$ cat src/dqd_pkg.sv
// Shared types and constants for the dual quadrature decoder.
// No dependencies; imported by dqd_step and dual_quadrature_decoder.
`default_nettype none

package dqd_pkg;

    localparam int OUT_WIDTH = 32;

    typedef enum logic [1:0] {
        CMD_SAMPLE = 2'd0,
        CMD_READ   = 2'd1,
        CMD_REBASE = 2'd2,
        CMD_SEED   = 2'd3
    } cmd_t;

    typedef struct packed {
        logic load_phase;
        logic load_count;
        logic load_last;
    } step_ctl_t;

endpackage

`default_nettype wire

$ cat src/dqd_step.sv
// Combinational update of one wheel's state for one command item.
// Depends on dqd_pkg for the command codes and the control struct.
`default_nettype none

module dqd_step #(
    parameter int COUNT_WIDTH = 32
) (
    input  dqd_pkg::cmd_t                   cmd,
    input  logic                            phase_a,
    input  logic                            phase_b,
    input  logic                            prev_a,
    input  logic                            prev_b,
    input  logic [COUNT_WIDTH-1:0]          count,
    input  logic [COUNT_WIDTH-1:0]          last,
    output logic [COUNT_WIDTH-1:0]          count_next,
    output logic [COUNT_WIDTH-1:0]          last_next,
    output logic signed [dqd_pkg::OUT_WIDTH-1:0] delta,
    output logic signed [dqd_pkg::OUT_WIDTH-1:0] position,
    output dqd_pkg::step_ctl_t              ctl
);
    import dqd_pkg::*;

    logic                   step_en;
    logic                   step_dn;
    logic [COUNT_WIDTH-1:0] stepped;
    logic [COUNT_WIDTH-1:0] diff;

    always_comb begin
        step_en = (phase_a != prev_a) || (phase_b != prev_b);
        if (phase_a != prev_a) begin
            step_dn = (phase_a != phase_b);
        end else begin
            step_dn = (phase_a == phase_b);
        end
        stepped = count + (step_dn ? {COUNT_WIDTH{1'b1}} : COUNT_WIDTH'(1));
        diff    = count - last;
    end

    always_comb begin
        count_next = count;
        last_next  = last;
        delta      = '0;
        ctl        = '0;
        unique case (cmd)
            CMD_SAMPLE: begin
                ctl.load_phase = 1'b1;
                ctl.load_count = 1'b1;
                if (step_en) begin
                    count_next = stepped;
                end
            end
            CMD_READ: begin
                ctl.load_last = 1'b1;
                last_next     = count;
                delta         = OUT_WIDTH'(signed'(diff));
            end
            CMD_REBASE: begin
                ctl.load_last = 1'b1;
                last_next     = count;
            end
            CMD_SEED: begin
                ctl.load_phase = 1'b1;
                ctl.load_count = 1'b1;
                ctl.load_last  = 1'b1;
                count_next     = '0;
                last_next      = '0;
            end
            default: begin
                count_next = count;
            end
        endcase
        position = OUT_WIDTH'(signed'(count_next));
    end

endmodule

`default_nettype wire

$ cat src/dual_quadrature_decoder.sv
// Top level of the dual quadrature decoder: input register, per-wheel state, result register.
// Depends on dqd_pkg and dqd_step.
`default_nettype none

// x4 quadrature decoder keeping a signed position count per wheel. Each item is a
// command (sample phases, read delta, rebase read point, seed baseline) for one wheel
// and produces exactly one result with the count change (read only, else 0) and the
// wheel's position after the command. An item is registered on entry, processed by a
// single compare-and-increment stage against the wheel's state, and then lands in the result
// register. One item is taken every cycle while the result register is empty or being
// read. A result waiting on m_ready lets one more item into an empty input register but
// holds every later item back until it is taken. A wheel index at or above WHEELS
// changes nothing and returns zeros.
module dual_quadrature_decoder #(
    parameter int WHEELS      = 2,
    parameter int COUNT_WIDTH = 32
) (
    input  logic                                 aclk,
    input  logic                                 aresetn,
    input  logic                                 s_valid,
    output logic                                 s_ready,
    input  dqd_pkg::cmd_t                        s_command,
    input  logic                                 s_wheel,
    input  logic                                 s_phase_a,
    input  logic                                 s_phase_b,
    output logic                                 m_valid,
    input  logic                                 m_ready,
    output logic signed [dqd_pkg::OUT_WIDTH-1:0] m_delta,
    output logic signed [dqd_pkg::OUT_WIDTH-1:0] m_position
);
    import dqd_pkg::*;

    localparam int WIDX = (WHEELS > 1) ? $clog2(WHEELS) : 1;

    logic                   in_valid_reg;
    cmd_t                   in_cmd_reg;
    logic                   in_wheel_reg;
    logic                   in_a_reg;
    logic                   in_b_reg;

    logic [WHEELS-1:0]      prev_a_reg;
    logic [WHEELS-1:0]      prev_b_reg;
    logic [COUNT_WIDTH-1:0] count_reg [WHEELS];
    logic [COUNT_WIDTH-1:0] last_reg  [WHEELS];

    logic                          m_valid_reg;
    logic signed [OUT_WIDTH-1:0]   m_delta_reg;
    logic signed [OUT_WIDTH-1:0]   m_position_reg;
    logic signed [OUT_WIDTH-1:0]   m_delta_next;
    logic signed [OUT_WIDTH-1:0]   m_position_next;

    logic                   advance;
    logic                   wheel_ok;
    logic [WIDX-1:0]        wheel_idx;
    logic                   cur_a;
    logic                   cur_b;
    logic [COUNT_WIDTH-1:0] cur_count;
    logic [COUNT_WIDTH-1:0] cur_last;
    logic [COUNT_WIDTH-1:0] count_next;
    logic [COUNT_WIDTH-1:0] last_next;
    logic signed [OUT_WIDTH-1:0] step_delta;
    logic signed [OUT_WIDTH-1:0] step_position;
    step_ctl_t              ctl;

    assign advance   = in_valid_reg && (!m_valid_reg || m_ready);
    assign s_ready   = !in_valid_reg || advance;
    assign wheel_idx = WIDX'(in_wheel_reg);
    assign wheel_ok  = (32'(in_wheel_reg) < WHEELS);

    always_comb begin
        cur_a     = 1'b0;
        cur_b     = 1'b0;
        cur_count = '0;
        cur_last  = '0;
        for (int i = 0; i < WHEELS; i++) begin
            if (WIDX'(i) == wheel_idx) begin
                cur_a     = prev_a_reg[i];
                cur_b     = prev_b_reg[i];
                cur_count = count_reg[i];
                cur_last  = last_reg[i];
            end
        end
    end

    dqd_step #(
        .COUNT_WIDTH (COUNT_WIDTH)
    ) u_step (
        .cmd        (in_cmd_reg),
        .phase_a    (in_a_reg),
        .phase_b    (in_b_reg),
        .prev_a     (cur_a),
        .prev_b     (cur_b),
        .count      (cur_count),
        .last       (cur_last),
        .count_next (count_next),
        .last_next  (last_next),
        .delta      (step_delta),
        .position   (step_position),
        .ctl        (ctl)
    );

    assign m_delta_next    = wheel_ok ? step_delta : '0;
    assign m_position_next = wheel_ok ? step_position : '0;

    always_ff @(posedge aclk) begin
        if (!aresetn) begin
            in_valid_reg <= 1'b0;
        end else if (s_ready) begin
            in_valid_reg <= s_valid;
        end
    end

    always_ff @(posedge aclk) begin
        if (s_valid && s_ready) begin
            in_cmd_reg   <= s_command;
            in_wheel_reg <= s_wheel;
            in_a_reg     <= s_phase_a;
            in_b_reg     <= s_phase_b;
        end
    end

    always_ff @(posedge aclk) begin
        if (!aresetn) begin
            prev_a_reg <= '0;
            prev_b_reg <= '0;
            for (int i = 0; i < WHEELS; i++) begin
                count_reg[i] <= '0;
                last_reg[i]  <= '0;
            end
        end else if (advance && wheel_ok) begin
            for (int i = 0; i < WHEELS; i++) begin
                if (WIDX'(i) == wheel_idx) begin
                    if (ctl.load_phase) begin
                        prev_a_reg[i] <= in_a_reg;
                        prev_b_reg[i] <= in_b_reg;
                    end
                    if (ctl.load_count) begin
                        count_reg[i] <= count_next;
                    end
                    if (ctl.load_last) begin
                        last_reg[i] <= last_next;
                    end
                end
            end
        end
    end

    always_ff @(posedge aclk) begin
        if (!aresetn) begin
            m_valid_reg <= 1'b0;
        end else if (advance) begin
            m_valid_reg <= 1'b1;
        end else if (m_ready) begin
            m_valid_reg <= 1'b0;
        end
    end

    always_ff @(posedge aclk) begin
        if (advance) begin
            m_delta_reg    <= m_delta_next;
            m_position_reg <= m_position_next;
        end
    end

    assign m_valid    = m_valid_reg;
    assign m_delta    = m_delta_reg;
    assign m_position = m_position_reg;

`ifndef SYNTHESIS
    a_delta_zero: assert property (@(posedge aclk) disable iff (!aresetn)
        advance && (in_cmd_reg != CMD_READ) |=> (m_delta == '0))
        else $error("nonzero delta on a non-read item");

    a_seed_zero: assert property (@(posedge aclk) disable iff (!aresetn)
        advance && (in_cmd_reg == CMD_SEED) |=> (m_position == '0))
        else $error("seed item returned nonzero position");

    a_rebase_last: assert property (@(posedge aclk) disable iff (!aresetn)
        advance && wheel_ok && (in_cmd_reg == CMD_REBASE)
        |=> (last_reg[$past(wheel_idx)] == count_reg[$past(wheel_idx)]))
        else $error("rebase did not align read point with count");

    a_sample_phase: assert property (@(posedge aclk) disable iff (!aresetn)
        advance && wheel_ok && (in_cmd_reg == CMD_SAMPLE)
        |=> (prev_a_reg[$past(wheel_idx)] == $past(in_a_reg))
            && (prev_b_reg[$past(wheel_idx)] == $past(in_b_reg)))
        else $error("sample did not store phase levels");
`endif

endmodule

`default_nettype wire

$ cat config.mk
export PLATFORM = sky130hd
export DESIGN_NAME = dual_quadrature_decoder
export DESIGN_NICKNAME = d
export VERILOG_FILES = /design/src/dqd_pkg.sv /design/src/dqd_step.sv /design/src/dual_quadrature_decoder.sv
export SDC_FILE = /design/constraint.sdc
export NUM_CORES = 1
export LEC_CHECK = 0
export BUFFER_PORTS_ARGS = -buffer_cell sky130_fd_sc_hd__buf_2
export CAP_MARGIN = 40
export CORE_UTILIZATION = 25
export CTS_BUF_LIST = sky130_fd_sc_hd__clkbuf_16
export DETAILED_ROUTE_END_ITERATION = 7
export PLACE_DENSITY = 0.4
export SLEW_MARGIN = 20
export SYNTH_ARGS = -nofsm -noshare
export SYNTH_HDL_FRONTEND = slang
export SYNTH_SLANG_ARGS = --single-unit
export TNS_END_PERCENT = 30
$ cat constraint.sdc
create_clock -name aclk -period 13.71 [get_ports aclk]
set_input_delay 2.742 -clock aclk [delete_from_list [all_inputs] [get_ports aclk]]
set_output_delay 2.742 -clock aclk [all_outputs]
set_load 0.005 [all_outputs]
* After elaboration in Yosys (flattened, before gate mapping)
Memories as Yosys holds them, arrays and structs flattened.
Cells that the tools add are included.
** Storage, ports and cells
- Register bits :: 75
- RAM bits :: 128
- Input port bits :: 9
- Output and inout bits :: 66
- Memories :: 2
** Cells by class
- Add/subtract/negate cells :: 2
- Equal/unequal tests :: 7
- Multiplexer cells :: 36
- Bitwise gates (word level) :: 5
- Reduce and logical (&&, ||, !) cells :: 14
** Memories
- count_reg :: depth 2, bits a word 32, rd ports 2, clocked after Yosys merged registers in 0, write ports 2, RTL line dual_quadrature_decoder.sv:43 : logic [COUNT_WIDTH-1:0] count_reg [WHEELS];
- last_reg :: depth 2, bits a word 32, rd ports 2, clocked after Yosys merged registers in 0, write ports 2, RTL line dual_quadrature_decoder.sv:44 : logic [COUNT_WIDTH-1:0] last_reg [WHEELS];
** Operator list (count)
- 32-bit two-way mux :: 8
- 32-bit case mux with 2 select lines :: 2
- 32-bit adder :: 1
- 32-bit subtractor :: 1
- 1-bit two-way mux :: 25
- 3-bit AND reduction :: 2
- 2-bit equality test (second input constant) :: 2
- 1-bit OR :: 4
- 2-bit OR reduction :: 2
- 1-bit logical OR :: 3
- 1-bit != test :: 3
- 3-bit OR reduction :: 1
- 2-bit by 1-bit equality test with 1-bit output (second input constant) :: 1
- 1-bit logical AND :: 2
- 1-bit logical NOT :: 2
- 2-bit logical NOT :: 1
- 2-bit two-way mux :: 1
- 2-bit nonzero test :: 1
- 1-bit equality test :: 1
- 1-bit NOT :: 1

* Logic depth before layout (Yosys ltp)
- Depth after elaboration :: 9
- Depth in mapped cells :: 19

* Hierarchy
Synthesis repeated with hierarchy kept, for this count alone.
** Unflattened totals
- Cells, all modules :: 1080
- Area total of the unflattened synthesis :: 12067.8 µm²
** Modules (own cells, without submodules)
- dual_quadrature_decoder :: instances 1, cells each 379, area each 7586.0 µm², seq. area each 6035.8 µm²
- dqd_step :: instances 1, cells each 701, area each 4481.8 µm², seq. area each 0.0 µm²

* Least setup slack after synthesis
OpenSTA, ideal clock, no wires.
- Path kind :: input -> register
- From :: input port m_ready
- To :: memory last_reg[0][0], enable pin
- Arrival time :: 5.431 ns
- Data required time :: 13.240 ns
- Slack :: 7.809 ns
- Stages on the path :: 3
- Path buffers :: 0
- Cell sequence :: nor2b_1 -> nand2b_1 -> o31ai_1
** RTL lines
- from (decl) :: RTL line dual_quadrature_decoder.sv:27 : input logic m_ready,
- to (decl) :: RTL line dual_quadrature_decoder.sv:44

* Worst setup path after layout
- From :: input port m_ready
- To :: output port s_ready
** Between the ends
- Cells in the longest elaborated chain, start to end :: 3
** RTL lines
- 1-bit logical OR :: RTL line dual_quadrature_decoder.sv:65 : assign advance = in_valid_reg && (!m_valid_reg || m_ready);
- 1-bit logical AND :: RTL line dual_quadrature_decoder.sv:65
- 1-bit logical OR :: RTL line dual_quadrature_decoder.sv:66 : assign s_ready = !in_valid_reg || advance;
- to (decl) :: RTL line dual_quadrature_decoder.sv:21 : output logic s_ready,
Every way passes these cells.

==> results.md <==
* dominant cell type by area after synthesis: sky130_fd_sc_hd__edfxtp_1
* Critical Path Fanout Max: 4
* nets: 1306
* Final TNS setup: 0 ps
* part of the Yosys area used for sequential elements: 0.489
* fraction of registers with async set or reset after synthesis: 0
* Resized Gates After CTS: 0
* ANT nets after route: 0
* number of global-route vias before repair: 8854
* clk slew on worst S/H paths: 60 ps
* min-delay worst type: flop to flop
* commonest register cell after synthesis: sky130_fd_sc_hd__edfxtp_1
* starting density of the core: 0.253
* max-cap check violation count: 0
* slew of the pin with the lowest slew margin: 730 ps
* Global Route met2 Usage: 0.215
* switching fraction of total power: 0.290
* net count after synthesis: 1232
* largest net degree at the start of global routing: 62
* leakage power of the design: 0.00561 uW
* share of total power in sequential cells: 0.421
* non-filler cells in the finished layout: 1917
* clock network latency to the later pin of the worst-skew pair: 530 ps
* maximum frequency from static timing analysis: 0.166 GHz
* status: finished clean
* worst clock skew: 10.7 ps
* drt first-iter violations: 622
* headroom to the max-slew limit: 0.499
* number of CTS-inserted buffers: 24
* power density cells: 121 nW/um^2
* setup repair after global routing missed its margin: false
* Data arrival, critical path: 3270 ps
* average vias per placed instance: 4.67
* count of flip-flops with a built-in enable after synthesis: 197
* Cell Count Post-Placement: 1873
* area of the mapped netlist: 12300 sq um
* Final Max Slew Viols: 0
* Yosys top cell area share: 0.479
* Avg Cell Area, Syn: 10.6 sq um
* number of buffers inserted by hold repair at cts: 0
* most used routing layer in global routing: met2
* capturing element type of the critical path: output pin
* startpoint type of the worst setup path: primary input
* startpoint-to-endpoint class of the critical path: primary input to output pin
* final setup vio count: 0
* fraction of power consumed by the clock network: 0.360
* Final Routed Wirelength: 33.8 mm
* fin crit period: 6010 ps
* # Post-CTS Setup Buffers: 0
* clock root buffer: sky130_fd_sc_hd__clkbuf_16
* worst hold path depth: 2
* warning count from the yosys run: 0
* leading post-synthesis cells by cell area: sky130_fd_sc_hd__edfxtp_1, sky130_fd_sc_hd__ha_1, sky130_fd_sc_hd__mux2i_1
* CTS max path bufs: 3
* area of the core: 48800 sq um
* combined global-route utilization of all metal layers: 0.135
* via count: 8952
* post-layout power: 1730 uW
* peak supply drop: 0.0790 mV
* HPWL after DPL: 24.1 mm
* die area: 50200 sq um
* data required time of the critical path: 10970 ps
* Yosys cell types: 85
* number of H-tree levels: 1
* first-pass GRT wire length: 52.6 mm
* vertical die dimension: 224 um
* share of layout cells above drive strength 1: 0.138
* length of the first detailed-routing pass in iterations: 6
* per-cell routed wire length: 17.6 um
* Horiz. Die Dim: 224 um
* synth-to-layout area growth: 16.1%
* Final Instance Area: 14300 sq um
* total grt overflow: 0
* Boundary Pins: 75
* number of diodes: 0
* Worst Reg-to-Reg Cells: 17
* # DRC: 0
* Gate Count Post-Synth: 1162
* part of the total power dissipated in combinational logic: 0.219
* Clock Sink Count: 203
* routing usage on met1: 0.190
* period utilisation layout: 0.439
* total placed instance area: 13500 sq um
* # rows: 81
* final hold violation count: 0
* number of fill cells in the layout: 5143
* power dissipated by switching net loads: 502 uW
* Final Wtd Congestion: 0.812
* initial antenna violation count: 0
* global routing met3 resource utilization: 0.0197
* TritonCTS clock tree: yes
* internal power: 1230 uW
* PortBufs: 74
* number of register bits inferred by synthesis: 203
layout by cell type, fill, tap and decap left out, types with 5 or more instances in the layout:
cell type	netlist	routed
sky130_fd_sc_hd__edfxtp_1	197	197
sky130_fd_sc_hd__nand2_1	109	109
sky130_fd_sc_hd__nor2_1	92	92
sky130_fd_sc_hd__buf_2	2	74
sky130_fd_sc_hd__a21oi_1	73	73
sky130_fd_sc_hd__mux2i_1	64	64
sky130_fd_sc_hd__ha_1	59	59
sky130_fd_sc_hd__o21ai_0	55	55
sky130_fd_sc_hd__xnor2_1	39	39
sky130_fd_sc_hd__inv_1	32	35
sky130_fd_sc_hd__nor3_1	35	35
sky130_fd_sc_hd__nor2b_1	32	31
sky130_fd_sc_hd__and2_1	31	31
sky130_fd_sc_hd__a21o_1	31	31
sky130_fd_sc_hd__clkbuf_16	0	25
sky130_fd_sc_hd__nand3_1	22	21
sky130_fd_sc_hd__buf_4	3	19
sky130_fd_sc_hd__nand2b_1	16	16
sky130_fd_sc_hd__xor2_1	13	13
sky130_fd_sc_hd__a31oi_1	12	12
sky130_fd_sc_hd__mux2_2	11	11
sky130_fd_sc_hd__and3_1	11	11
sky130_fd_sc_hd__o21a_1	9	9
sky130_fd_sc_hd__a22o_1	9	9
sky130_fd_sc_hd__o21bai_1	8	8
sky130_fd_sc_hd__clkinv_1	2	8
sky130_fd_sc_hd__inv_2	6	7
sky130_fd_sc_hd__nor4_1	7	7
sky130_fd_sc_hd__nand4_1	7	7
sky130_fd_sc_hd__o31ai_1	8	7
sky130_fd_sc_hd__o21ai_1	7	7
sky130_fd_sc_hd__o22ai_1	6	6
sky130_fd_sc_hd__o2111ai_1	6	6
sky130_fd_sc_hd__dfxtp_1	6	6
sky130_fd_sc_hd__or3_1	5	5
sky130_fd_sc_hd__o211ai_1	5	5
sky130_fd_sc_hd__o311ai_1	5	5
sky130_fd_sc_hd__a21boi_0	5	5
sky130_fd_sc_hd__nand3b_1	5	5
path summary, 6_finish.rpt:
check / start / end / slack (ps)
hold reg to reg: prev_b_reg[1] / prev_b_reg[1] / 470
hold / removal: prev_b_reg[1] / prev_b_reg[1] / 470
setup reg to reg: in_wheel_reg / m_delta[30] / 8320
setup / recovery: m_ready / s_ready / 7700
cells by family (layout without fill, tap and decap cells):
kind of cell	count (synthesis)	count (layout)	share of synthesized area
and+or+nand+nor	398	398	0.160
muxes	82	82	0.0717
buffers and inverters	89	180	0.0296
DFF	203	203	0.489
adders and majority gates	61	61	0.0631
xor gates and xnor gates	53	53	0.0391
AOI/OAI and AO/OA	276	276	0.147
stage by stage:
stage          hold WS (ps)   util  setup WS (ps)
2_1_floorplan           443      -           7810
5_1_grt                 515  0.293           7590
6_report                471  0.293           7700
3_3_place_gp            457  0.276           7710
3_5_place_dp            465  0.277           7700
4_1_cts                 474  0.293           7690
synthesized netlist by cell type (4+ instances only):
library cell	n
sky130_fd_sc_hd__or3_1	5
sky130_fd_sc_hd__inv_1	32
sky130_fd_sc_hd__o21ai_0	55
sky130_fd_sc_hd__ha_1	59
sky130_fd_sc_hd__nor4_1	7
sky130_fd_sc_hd__and3b_1	4
sky130_fd_sc_hd__inv_2	6
sky130_fd_sc_hd__nor3_1	35
sky130_fd_sc_hd__mux2i_1	64
sky130_fd_sc_hd__clkbuf_1	38
sky130_fd_sc_hd__o311ai_1	5
sky130_fd_sc_hd__nor2b_1	32
sky130_fd_sc_hd__o31ai_1	8
sky130_fd_sc_hd__nand4_1	7
sky130_fd_sc_hd__o21a_1	9
sky130_fd_sc_hd__o21ai_1	7
sky130_fd_sc_hd__o211ai_1	5
sky130_fd_sc_hd__and3_1	11
sky130_fd_sc_hd__o2111ai_1	6
sky130_fd_sc_hd__a21oi_1	73
sky130_fd_sc_hd__o21bai_1	8
sky130_fd_sc_hd__nand2b_1	16
sky130_fd_sc_hd__xnor2_1	39
sky130_fd_sc_hd__a31oi_1	12
sky130_fd_sc_hd__dfxtp_1	6
sky130_fd_sc_hd__nand2_1	109
sky130_fd_sc_hd__o221ai_1	4
sky130_fd_sc_hd__xor2_1	13
sky130_fd_sc_hd__a21boi_0	5
sky130_fd_sc_hd__o22ai_1	6
sky130_fd_sc_hd__or2_2	4
sky130_fd_sc_hd__a22o_1	9
sky130_fd_sc_hd__nor2_1	92
sky130_fd_sc_hd__mux2_2	11
sky130_fd_sc_hd__nand3_1	22
sky130_fd_sc_hd__nand3b_1	5
sky130_fd_sc_hd__and2_1	31
sky130_fd_sc_hd__a21o_1	31
sky130_fd_sc_hd__edfxtp_1	197
area by class of cell:
type / instances / area (sq um) / area share
inverters: 41 / 156 / 0.0109
well taps: 664 / 831 / 0.0580
clock buffers: 25 / 626 / 0.0437
repair buffers: 96 / 576 / 0.0402
clock inverters: 18 / 136 / 0.00952
multi-input cells: 870 / 5960 / 0.416
flip-flops and latches: 203 / 6040 / 0.422
per-layer routing:
layer	share of wire	vias to the layer above
met5	0	-
met4	0.016	0
met3	0.040	32
met2	0.45	143
met1	0.50	4285
li1	-	4492
power by group through the flow:
stage | Sequential (uW) | Combinational (uW) | Clock (uW)
4_1_cts | 730 | 383 | 648
2_1_floorplan | 743 | 274 | 0
6_report | 730 | 379 | 623
3_3_place_gp | 742 | 381 | 0
3_5_place_dp | 743 | 381 | 0
5_1_grt | 733 | 425 | 667
worst max-delay path, cell delays in order:
cell                      delay (ps)
sky130_fd_sc_hd__buf_2           100
sky130_fd_sc_hd__nor2b_1         210
sky130_fd_sc_hd__nand2_1          90
sky130_fd_sc_hd__buf_2           130
Power figures use the tool's default switching activity.
